$ cat src/rtl/dqap_pkg.sv
// Package with shared types and constants for the dotted-quad address parser.
`timescale 1ns / 1ps

package dqap_pkg;

    // Character codes that the parser recognizes.
    localparam logic [7:0] CHAR_DOT  = 8'h2E;
    localparam logic [7:0] CHAR_ZERO = 8'h30;
    localparam logic [7:0] CHAR_NINE = 8'h39;

    // Limits of the octet accumulator and the dot counter.
    localparam logic [8:0] OCTET_MAX  = 9'd255;
    localparam logic [8:0] OCTET_SAT  = 9'd256;
    localparam logic [2:0] DOTS_QUAD  = 3'd3;
    localparam logic [2:0] DOTS_SAT   = 3'd4;

    // One character request as it moves from the input register into the core.
    typedef struct packed {
        logic [7:0] char_code;
        logic       is_last;
    } t_char_req;

    // One parse result.
    typedef struct packed {
        logic [31:0] address;
        logic        parse_ok;
    } t_result;

endpackage

$ cat src/rtl/dqap_if.sv
// Stream interfaces for character requests and address results.
`timescale 1ns / 1ps

interface dqap_char_if;
    logic       valid;
    logic       ready;
    logic [7:0] char_code;
    logic       is_last;

    modport source (output valid, output char_code, output is_last, input ready);
    modport sink   (input valid, input char_code, input is_last, output ready);
endinterface

interface dqap_addr_if;
    logic        valid;
    logic        ready;
    logic [31:0] address;
    logic        parse_ok;

    modport source (output valid, output address, output parse_ok, input ready);
    modport sink   (input valid, input address, input parse_ok, output ready);
endinterface

$ cat src/rtl/dqap_token_core.sv
// Token state registers and the per-character update that forms the result.
`timescale 1ns / 1ps

module dqap_token_core
    import dqap_pkg::*;
#(
    parameter int MAX_CHARS = 15
) (
    input  logic      i_clk,
    input  logic      i_rst_n,
    input  logic      i_step,
    input  t_char_req i_req,
    output logic      o_res_valid,
    output t_result   o_res
);

    localparam int CNT_W = $clog2(MAX_CHARS + 1);
    localparam logic [CNT_W-1:0] CNT_MAX = CNT_W'(MAX_CHARS);

    logic [8:0]       r_accum,    n_accum;
    logic [23:0]      r_done,     n_done;
    logic [2:0]       r_dots,     n_dots;
    logic [CNT_W-1:0] r_count,    n_count;
    logic             r_prev_dot, n_prev_dot;
    logic             r_failed,   n_failed;

    logic        is_dot;
    logic        is_digit;
    logic        first;
    logic [11:0] acc_times_ten;
    logic [11:0] acc_sum;
    logic        final_fail;

    assign is_dot   = (i_req.char_code == CHAR_DOT);
    assign is_digit = (i_req.char_code >= CHAR_ZERO) && (i_req.char_code <= CHAR_NINE);
    assign first    = (r_count == '0);

    // Decimal step of the accumulator: accum * 10 + digit, by shifts and adds.
    assign acc_times_ten = {r_accum, 3'b000} + {2'b00, r_accum, 1'b0};
    assign acc_sum       = acc_times_ten + {4'h0, i_req.char_code - CHAR_ZERO};

    // Next token state for the character in the input register.
    always_comb begin
        n_accum    = r_accum;
        n_done     = r_done;
        n_dots     = r_dots;
        n_count    = r_count;
        n_prev_dot = r_prev_dot;
        n_failed   = r_failed;

        if (r_count >= CNT_MAX) begin
            n_failed = 1'b1;
        end else begin
            n_count = r_count + 1'b1;
        end

        if (is_dot) begin
            if (first || r_prev_dot || (r_accum > OCTET_MAX)) begin
                n_failed = 1'b1;
            end
            if (r_dots < DOTS_QUAD) begin
                n_done = {r_done[15:0], r_accum[7:0]};
            end else begin
                n_failed = 1'b1;
            end
            if (r_dots < DOTS_SAT) begin
                n_dots = r_dots + 1'b1;
            end
            n_accum    = '0;
            n_prev_dot = 1'b1;
        end else if (is_digit) begin
            n_accum    = (acc_sum > 12'(OCTET_SAT)) ? OCTET_SAT : acc_sum[8:0];
            n_prev_dot = 1'b0;
        end else begin
            n_failed   = 1'b1;
            n_prev_dot = 1'b0;
        end
    end

    // Result of a token that ends with this character.
    assign final_fail = n_failed || (n_dots != DOTS_QUAD) || (n_accum > OCTET_MAX);

    always_comb begin
        o_res_valid    = i_step && i_req.is_last;
        o_res.parse_ok = !final_fail;
        o_res.address  = final_fail ? '0 : {n_done, n_accum[7:0]};
    end

    // State registers; the last character of a token returns them to the start.
    always_ff @(posedge i_clk) begin
        if (!i_rst_n || (i_step && i_req.is_last)) begin
            r_accum    <= '0;
            r_done     <= '0;
            r_dots     <= '0;
            r_count    <= '0;
            r_prev_dot <= 1'b0;
            r_failed   <= 1'b0;
        end else if (i_step) begin
            r_accum    <= n_accum;
            r_done     <= n_done;
            r_dots     <= n_dots;
            r_count    <= n_count;
            r_prev_dot <= n_prev_dot;
            r_failed   <= n_failed;
        end
    end

endmodule

$ cat src/rtl/dotted_quad_address_parser_top.sv
// Top level of the dotted-quad address parser: input register, core, result register.
//
//   Channel   Direction  Request contents
//   i_char    in         char_code[7:0], is_last
//   o_addr    out        address[31:0], parse_ok
//
// One character is taken per cycle unless a last character waits on a stalled result;
// a result enters the result register as its last character leaves the input
// register. The token state update is a single registered step, which sets the rate
// of one character per clock. Reset (i_rst_n low, synchronous) empties both registers
// and clears the token state. A stalled result holds the result register; characters
// that end no token keep flowing, and a last character waits in the input register.
`timescale 1ns / 1ps

module dotted_quad_address_parser_top
    import dqap_pkg::*;
#(
    parameter int MAX_CHARS = 15
) (
    input  logic        i_clk,
    input  logic        i_rst_n,
    dqap_char_if.sink   i_char,
    dqap_addr_if.source o_addr
);

    logic      r_in_valid;
    t_char_req r_in_req;
    logic      r_out_valid;
    t_result   r_out_res;

    logic      consume;
    logic      res_valid;
    t_result   res;

    // The input register moves on unless a result is ready and the output is blocked.
    assign consume      = r_in_valid &&
                          (!r_in_req.is_last || !r_out_valid || o_addr.ready);
    assign i_char.ready = !r_in_valid || consume;

    // Input register.
    always_ff @(posedge i_clk) begin
        if (!i_rst_n) begin
            r_in_valid <= 1'b0;
        end else if (i_char.ready) begin
            r_in_valid <= i_char.valid;
        end
    end

    always_ff @(posedge i_clk) begin
        if (i_char.ready && i_char.valid) begin
            r_in_req.char_code <= i_char.char_code;
            r_in_req.is_last   <= i_char.is_last;
        end
    end

    dqap_token_core #(
        .MAX_CHARS (MAX_CHARS)
    ) u_core (
        .i_clk       (i_clk),
        .i_rst_n     (i_rst_n),
        .i_step      (consume),
        .i_req       (r_in_req),
        .o_res_valid (res_valid),
        .o_res       (res)
    );

    // Result register.
    always_ff @(posedge i_clk) begin
        if (!i_rst_n) begin
            r_out_valid <= 1'b0;
        end else if (res_valid) begin
            r_out_valid <= 1'b1;
        end else if (o_addr.ready) begin
            r_out_valid <= 1'b0;
        end
    end

    always_ff @(posedge i_clk) begin
        if (res_valid) begin
            r_out_res <= res;
        end
    end

    assign o_addr.valid    = r_out_valid;
    assign o_addr.address  = r_out_res.address;
    assign o_addr.parse_ok = r_out_res.parse_ok;

endmodule

$ cat src/flat_wrapper.sv
// flat-port wrapper written by rule: the top's interface ports become plain ports
module dotted_quad_address_parser_top_flat import dqap_pkg::*;
#(
    parameter int MAX_CHARS = 15
)
  (i_clk, i_rst_n, i_char_valid, i_char_char_code, i_char_is_last, i_char_ready, o_addr_valid, o_addr_address, o_addr_parse_ok, o_addr_ready);
  dqap_char_if i_char_i ();
  dqap_addr_if o_addr_i ();
  input  logic i_clk;
  input  logic i_rst_n;
  input wire logic [$bits(i_char_i.valid)-1:0] i_char_valid;
  input wire logic [$bits(i_char_i.char_code)-1:0] i_char_char_code;
  input wire logic [$bits(i_char_i.is_last)-1:0] i_char_is_last;
  output wire logic [$bits(i_char_i.ready)-1:0] i_char_ready;
  output wire logic [$bits(o_addr_i.valid)-1:0] o_addr_valid;
  output wire logic [$bits(o_addr_i.address)-1:0] o_addr_address;
  output wire logic [$bits(o_addr_i.parse_ok)-1:0] o_addr_parse_ok;
  input wire logic [$bits(o_addr_i.ready)-1:0] o_addr_ready;
  assign i_char_i.valid = i_char_valid;
  assign i_char_i.char_code = i_char_char_code;
  assign i_char_i.is_last = i_char_is_last;
  assign i_char_ready = i_char_i.ready;
  assign o_addr_valid = o_addr_i.valid;
  assign o_addr_address = o_addr_i.address;
  assign o_addr_parse_ok = o_addr_i.parse_ok;
  assign o_addr_i.ready = o_addr_ready;
  dotted_quad_address_parser_top #(.MAX_CHARS(MAX_CHARS)) u_core (.i_clk(i_clk), .i_rst_n(i_rst_n), .i_char(i_char_i), .o_addr(o_addr_i));
endmodule
$ cat config.mk
export PLATFORM = sky130hd
export DESIGN_NAME = dotted_quad_address_parser_top_flat
export DESIGN_NICKNAME = d
export VERILOG_FILES = /design/src/rtl/dqap_pkg.sv /design/src/rtl/dqap_if.sv /design/src/rtl/dqap_token_core.sv /design/src/rtl/dotted_quad_address_parser_top.sv /design/src/flat_wrapper.sv
export SDC_FILE = /design/constraint.sdc
export NUM_CORES = 1
export LEC_CHECK = 0
export ABC_AREA = 1
export BUFFER_PORTS_ARGS = -buffer_cell sky130_fd_sc_hd__buf_2
export CAP_MARGIN = 30
export CORE_MARGIN = 4
export CORE_UTILIZATION = 25
export DETAILED_ROUTE_END_ITERATION = 10
export GPL_ROUTABILITY_DRIVEN = 0
export PLACE_DENSITY = 0.53
export SLEW_MARGIN = 40
export SYNTH_ARGS = -nofsm -noshare
export SYNTH_HDL_FRONTEND = slang
export SYNTH_SLANG_ARGS = --single-unit
$ cat constraint.sdc
create_clock -name i_clk -period 2.81 [get_ports i_clk]
set_input_delay 0.562 -clock i_clk [delete_from_list [all_inputs] [get_ports i_clk]]
set_output_delay 0.562 -clock i_clk [all_outputs]
set_load 0.02 [all_outputs]
# Word-level counts from Yosys, hierarchy flattened
# Cells that the tools add are included.
op_classes:
  addsub: 5
  multipliers: 0
  div: 0
  magnitude_cmp: 8
  eq_ne: 2
  shift: 0
  n_mux: 15
  bitwise_logic: 1
  n_reduce_logical: 20
op_table:
  columns: ["operator", "count"]
  rows:
  - ["24-bit two-way mux", 2]
  - ["9-bit two-way mux", 3]
  - ["9-bit by 8-bit > comparator with 1-bit output (second input constant)", 2]
  - ["12-bit by 10-bit adder with 12-bit output", 1]
  - ["12-bit by 8-bit adder with 12-bit output", 1]
  - ["12-bit by 9-bit > comparator with 1-bit output (second input constant)", 1]
  - ["8-bit by 6-bit equality test with 1-bit output (second input constant)", 1]
  - ["8-bit by 6-bit >= comparator with 1-bit output (second input constant)", 1]
  - ["8-bit by 6-bit <= comparator with 1-bit output (second input constant)", 1]
  - ["1-bit logical OR", 8]
  - ["1-bit two-way mux", 8]
  - ["8-bit by 6-bit subtractor with 8-bit output (second input constant)", 1]
  - ["3-bit two-way mux", 2]
  - ["1-bit logical NOT", 5]
  - ["4-bit by 1-bit adder with 4-bit output (second input constant)", 1]
  - ["4-bit >= comparator (second input constant)", 1]
  - ["1-bit logical AND", 4]
  - ["4-bit logical NOT", 1]
  - ["3-bit by 1-bit adder with 3-bit output (second input constant)", 1]
  - ["3-bit by 2-bit < comparator with 1-bit output (second input constant)", 1]
  - ["3-bit < comparator (second input constant)", 1]
  - ["3-bit by 2-bit != test with 1-bit output (second input constant)", 1]
  - ["2-bit AND reduction", 1]
  - ["2-bit nonzero test", 1]
  - ["1-bit NOT", 1]
word_totals:
  reg_bits: 86
  latch_bits: 0
  ramBits: 0
  romBits: 0
  in_bits: 13
  out_inout_bits: 35
  word_cells: 63
  memories: 0

# Logic depth before layout (Yosys ltp)
depth:
  ltp_word: 9
  mapped_depth: 19
  ltp_nobuf: 18

# Cells and area by module
# A second synthesis with hierarchy kept.
unflattened:
  hier_cells: 505
  area_unflattened_um2: 4494.3
modules_own_cells:
  columns: ["module", "instances", "cells_per_inst", "area_per_inst_um2", "seq_area_each_um2"]
  rows:
  - ["dqap_token_core", 1, 450, 3134.3, 840.8]
  - ["dotted_quad_address_parser_top", 1, 55, 1360.1, 1301.2]

# Worst setup path before layout
# OpenSTA, ideal clock, no wires.
synth_path:
  kind: "reg-to-reg"
  startpoint: "reg u_core.r_in_req[5] (netlist name)"
  endpoint: "reg u_core.r_out_res (netlist bit u_core.o_addr.address[10]) (data pin)"
  setup_time_ns: 0.252
  arrival_ns: 2.684
  required_ns: 2.558
  slack_ns: -0.126
  path_stages_with_launch: 18
  path_buffers: 1
  period_less_slack_ns: 2.936
  path_cell_list: "edfxtp_1 > ha_1 > xnor2_1 > fa_1 > ha_1 > nand2_1 > nand2_1 > a21oi_1 > nand2_1 > nand2_1 > nand2_2 > nand2_1 > inv_2 > nand3_2 > nand3_2 > nand2_4 > buf_12 > nor2_4"
synth_between:
  elab_chain_cells: 8
  word_cells_on_any_way: 18
  cone_classes: "add/sub: 2; order compare: 4; eq/ne: 2; mux: 7; reduce/logical: 3"
synth_lines:
  columns: ["item", "line", "source"]
  rows:
  - ["start: declaration", "dotted_quad_address_parser_top.sv:27", "t_char_req r_in_req;"]
  - ["8-bit by 6-bit subtractor with 8-bit output", "dqap_token_core.sv:40", "assign acc_sum = acc_times_ten + {4'h0, i_req.char_code - CHAR_ZERO};"]
  - ["12-bit by 8-bit adder with 12-bit output", "dqap_token_core.sv:40", null]
  - ["12-bit by 9-bit > comparator with 1-bit output", "dqap_token_core.sv:72", "n_accum = (acc_sum > 12'(OCTET_SAT)) ? OCTET_SAT : acc_sum[8:0];"]
  - ["9-bit two-way mux", "dqap_token_core.sv:72", null]
  - ["9-bit two-way mux", "dqap_token_core.sv:71", "end else if (is_digit) begin"]
  - ["9-bit two-way mux", "dqap_token_core.sv:57", "if (is_dot) begin"]
  - ["9-bit by 8-bit > comparator with 1-bit output", "dqap_token_core.sv:81", "assign final_fail = n_failed || (n_dots != DOTS_QUAD) || (n_accum > OCTET_MAX);"]
  - ["1-bit logical OR", "dqap_token_core.sv:81", null]
  - ["end signal: assignment", "dotted_quad_address_parser_top.sv:80", "r_out_res <= res;"]
  - ["end: declaration", "dotted_quad_address_parser_top.sv:29", "t_result r_out_res;"]
# Several ways; a longest one is shown, not always the timed one.
# A chain may end at the register's enable or synchronous reset.

# Final worst setup path
layout_path:
  startpoint: "reg u_core.r_in_req[6] (netlist name)"
  endpoint: "reg u_core.r_out_res (netlist bit u_core.o_addr.address[14]) (data pin)"
# Same word-level chain as after synthesis.

==> results.json <==
{
  "synthesis.area_per_instance_um2": 8.36,
  "cells_after_dpl": 929,
  "vdd_ir_drop_max_uv": 261,
  "status": "finished, violations left",
  "slowest_stage": "sky130_fd_sc_hd__fa_1",
  "worst_ep_required_time_ps": 2910,
  "timing_max_transition_violations_final": 0,
  "core_region_area_um2": 19700,
  "clk_pin_slew_worst_paths_ps": 60,
  "post_synth_edffs": 42,
  "yosys_warnings": 0,
  "synth_seq_cells": 86,
  "clock_tree_from_tritoncts": "yes",
  "synthMostInstantiatedCell": "sky130_fd_sc_hd__inv_1",
  "violations": "setup timing",
  "groute.usage.overall_pct": 10.1,
  "worst-setup-path-type": "reg2reg",
  "final.setup_skew_ps": 6.59,
  "setup.worst_path.start_class": "flop",
  "synth.cell_area_um2": 5030,
  "post-synth-top-area-fraction_pct": 25.1,
  "crit_path_end_kind": "flop",
  "synthFlopType": "sky130_fd_sc_hd__dfxtp_1",
  "globalRoute.totalOverflow": 0,
  "synth.top_cells.by_count": "130 x sky130_fd_sc_hd__inv_1, 106 x sky130_fd_sc_hd__nand2_1, 44 x sky130_fd_sc_hd__dfxtp_1, 42 x sky130_fd_sc_hd__edfxtp_1, 40 x sky130_fd_sc_hd__a21oi_1",
  "layoutNonFillerInstCount": 951,
  "grt_first_pass_wirelength_um": 17900,
  "post_layout_minimum_cycle_time_ps": 2990,
  "cp_cell_sequence": "ha_2, xnor2_2, fa_1, ha_4, nand2_4, nor2_1, nand2_1, nand3_1, nand2_2, nand2_2, inv_2, nand3_4, nand3_4, nand2_8, buf_12, nor2_4",
  "seq_area_frac_synth_pct": 42.6,
  "crit_path_max_incr_delay_ps": 480,
  "drive_gt1_share_pct": 28.7,
  "drt.antenna.violating_nets": 0,
  "worst_setup_slack_final_ps": -175,
  "hold_slack_ps": 395,
  "cts-htree-levels": 3,
  "grt_antenna_before_repair": 0,
  "boundaryPins": 48,
  "first_global_vias": 3478,
  "worst_hold_path_type": "in2reg",
  "drt-pass1-iter-count": 4,
  "clk_latency_ps": 340,
  "maxCapViolCount": 0,
  "area_growth_syn_to_layout_pct": 25.9,
  "final_net_count": 718,
  "die-width_um": 150,
  "postSynthNetCount": 639,
  "path_max_fanout": 8,
  "place.port_buffers": 47,
  "start_util_pct": 25.6,
  "dieArea_um2": 22500,
  "post-route-drc-count": 0,
  "max_clock_freq_ghz": 0.335,
  "leakage_uw": 0.00301,
  "finalHoldViolCount": 0,
  "wl_per_cell_um": 11.5,
  "pin_count_of_the_biggest_net_entering_global_routing": 50,
  "standard_cell_rows": 51,
  "grt_setup_unrepaired": "yes",
  "route.final.wire_length_um": 11000,
  "detailedRoute.firstIterationViolations": 197,
  "setup_viol_count_final": 35,
  "fin_setup_tns_ps": -5110,
  "synth_top_cells_by_area": "sky130_fd_sc_hd__edfxtp_1 25%, sky130_fd_sc_hd__dfxtp_1 18%, sky130_fd_sc_hd__inv_1 9.7%",
  "antennaDiodeCount": 0,
  "yosys.area.top_type": "sky130_fd_sc_hd__edfxtp_1",
  "final_critical_path_share_of_the_clock_period_pct": 106,
  "netlist_instances": 602,
  "number_of_buffers_inserted_during_clock_tree_synthesis": 9,
  "worst_ep_arrival_time_ps": 3090,
  "via_count": 3809,
  "finished_core_util_pct": 32.2,
  "clock-root-buffer": "sky130_fd_sc_hd__clkbuf_16",
  "half_perimeter_wire_length_after_placement_um": 7990,
  "route.detailed.vias_per_inst": 4.01,
  "synth_cell_types": 38,
  "cts_num_sinks": 86,
  "holdBufCountCts": 0,
  "worst-slew-pin-transition_ps": 467,
  "power-per-cell-area_nw_per_um2": 513,
  "die_h_um": 150,
  "cts-root-to-sink-buffers": 2,
  "synth_async_sr_flop_share_pct": 0,
  "slew-limit-headroom_pct": 68.8
}
-- report_power, final --
part	leakage [uW]	internal [uW]	switching (uW)	total, uW
sequential	0.000805	1360	35.4	1390
combinational	0.00205	256	368	624
clock	0.000154	720	512	1230
-- layout by cell type (no fill, tap or decap), types with 4 or more instances in the layout --
| master | n |
|---|---|
| sky130_fd_sc_hd__inv_1 | 123 |
| sky130_fd_sc_hd__o21a_1 | 24 |
| sky130_fd_sc_hd__nor2_1 | 33 |
| sky130_fd_sc_hd__fa_1 | 6 |
| sky130_fd_sc_hd__nand4_1 | 10 |
| sky130_fd_sc_hd__o21ai_0 | 12 |
| sky130_fd_sc_hd__buf_4 | 33 |
| sky130_fd_sc_hd__ha_4 | 4 |
| sky130_fd_sc_hd__a21oi_2 | 4 |
| sky130_fd_sc_hd__edfxtp_1 | 42 |
| sky130_fd_sc_hd__buf_2 | 47 |
| sky130_fd_sc_hd__nand2_4 | 6 |
| sky130_fd_sc_hd__nor2_4 | 35 |
| sky130_fd_sc_hd__nand2_2 | 12 |
| sky130_fd_sc_hd__a21oi_1 | 36 |
| sky130_fd_sc_hd__nand3_2 | 6 |
| sky130_fd_sc_hd__nor2_2 | 4 |
| sky130_fd_sc_hd__nand3_1 | 19 |
| sky130_fd_sc_hd__inv_2 | 12 |
| sky130_fd_sc_hd__o21ai_1 | 20 |
| sky130_fd_sc_hd__buf_12 | 5 |
| sky130_fd_sc_hd__clkbuf_16 | 9 |
| sky130_fd_sc_hd__dfxtp_1 | 44 |
| sky130_fd_sc_hd__nand2_1 | 97 |
| sky130_fd_sc_hd__ha_1 | 13 |
-- cell type report --
cell class	instances	area, um2
well taps	265	332
inverters	137	519
clock buffers	10	239
repair buffers	87	606
fillers	2112	13300
multi-input cells	360	2430
flip-flops and latches	86	2140
clock inverters	6	66.3
-- flip-flops by register name (all words and copies together), names as in the netlist --
| name | count |
|---|---|
| u_core.o_addr.address | 32 |
| u_core.r_in_valid | 1 |
| u_core.o_addr.valid | 1 |
| u_core.u_core.r_dots | 3 |
| u_core.u_core.r_failed | 1 |
| u_core.u_core.r_done | 24 |
| u_core.r_in_req | 9 |
| u_core.o_addr.parse_ok | 1 |
| u_core.u_core.r_prev_dot | 1 |
| u_core.u_core.r_accum | 9 |
| u_core.u_core.r_count | 4 |
-- kinds of logic (layout without fill, tap and decap cells) --
| group | count (synthesis) | count (layout) | share of synthesized area, % |
|---|---|---|---|
| compound gates | 100 | 100 | 11.3 |
| fa+ha+maj | 24 | 24 | 6.86 |
| flops | 86 | 86 | 42.6 |
| xor+xnor | 3 | 3 | 0.522 |
| simple gates | 233 | 233 | 25.6 |
| buf+inv | 156 | 240 | 13.1 |
-- what timing repair did --
item                       4_1_cts  5_1_grt
buffers inserted                 6        2
resized for setup               16       27
gates cloned                     2        0
setup endpoints to repair       40       42
hold endpoints to repair         0        0
pin swaps                       11       26
-- per-stage QoR --
| step | cell area, um2 | setup slack, ps | total power [uW] |
|---|---|---|---|
| global placement | 5820 | -242 | 2000 |
| CTS | 6310 | -219 | 3280 |
| floorplan | 5100 | -48.4 | 1830 |
| detailed placement | 5820 | -246 | 2000 |
| global route | 6330 | -319 | 3430 |
| finish | 6330 | -175 | 3250 |
-- metal layers --
metal / track usage, % / vias to the layer above / wire length [um]
met5: 0 / - / 0
met3: 2.00 / 15 / 386
met2: 15.0 / 60 / 4740
met1: 14.7 / 1693 / 5650
li1: - / 2041 / -
met4: 3.57 / 0 / 200
-- critical path, delay by kind of cell, from the launching register on --
family | cells | cell delay (ps)
xor gates and xnor gates | 1 | 180
and+or+nand+nor | 10 | 860
adders and majority gates | 3 | 1040
buffers and inverters | 2 | 210
DFF | 1 | 430
-- worst paths after layout --
check	cells past startpoint	slack, ps	from	end
setup / recovery	16	-180	u_core.r_in_req[6]$_DFFE_PP_	u_core.o_addr.address[14]$_SDFFCE_PP0P_
setup reg to reg	16	-180	u_core.r_in_req[6]$_DFFE_PP_	u_core.o_addr.address[14]$_SDFFCE_PP0P_
hold / removal	1	400	i_char_char_code[6]	u_core.r_in_req[7]$_DFFE_PP_
hold reg to reg	2	480	u_core.u_core.r_prev_dot$_SDFFE_PP0P_	u_core.u_core.r_prev_dot$_SDFFE_PP0P_
No activity file was read; power rests on OpenSTA's default activity.
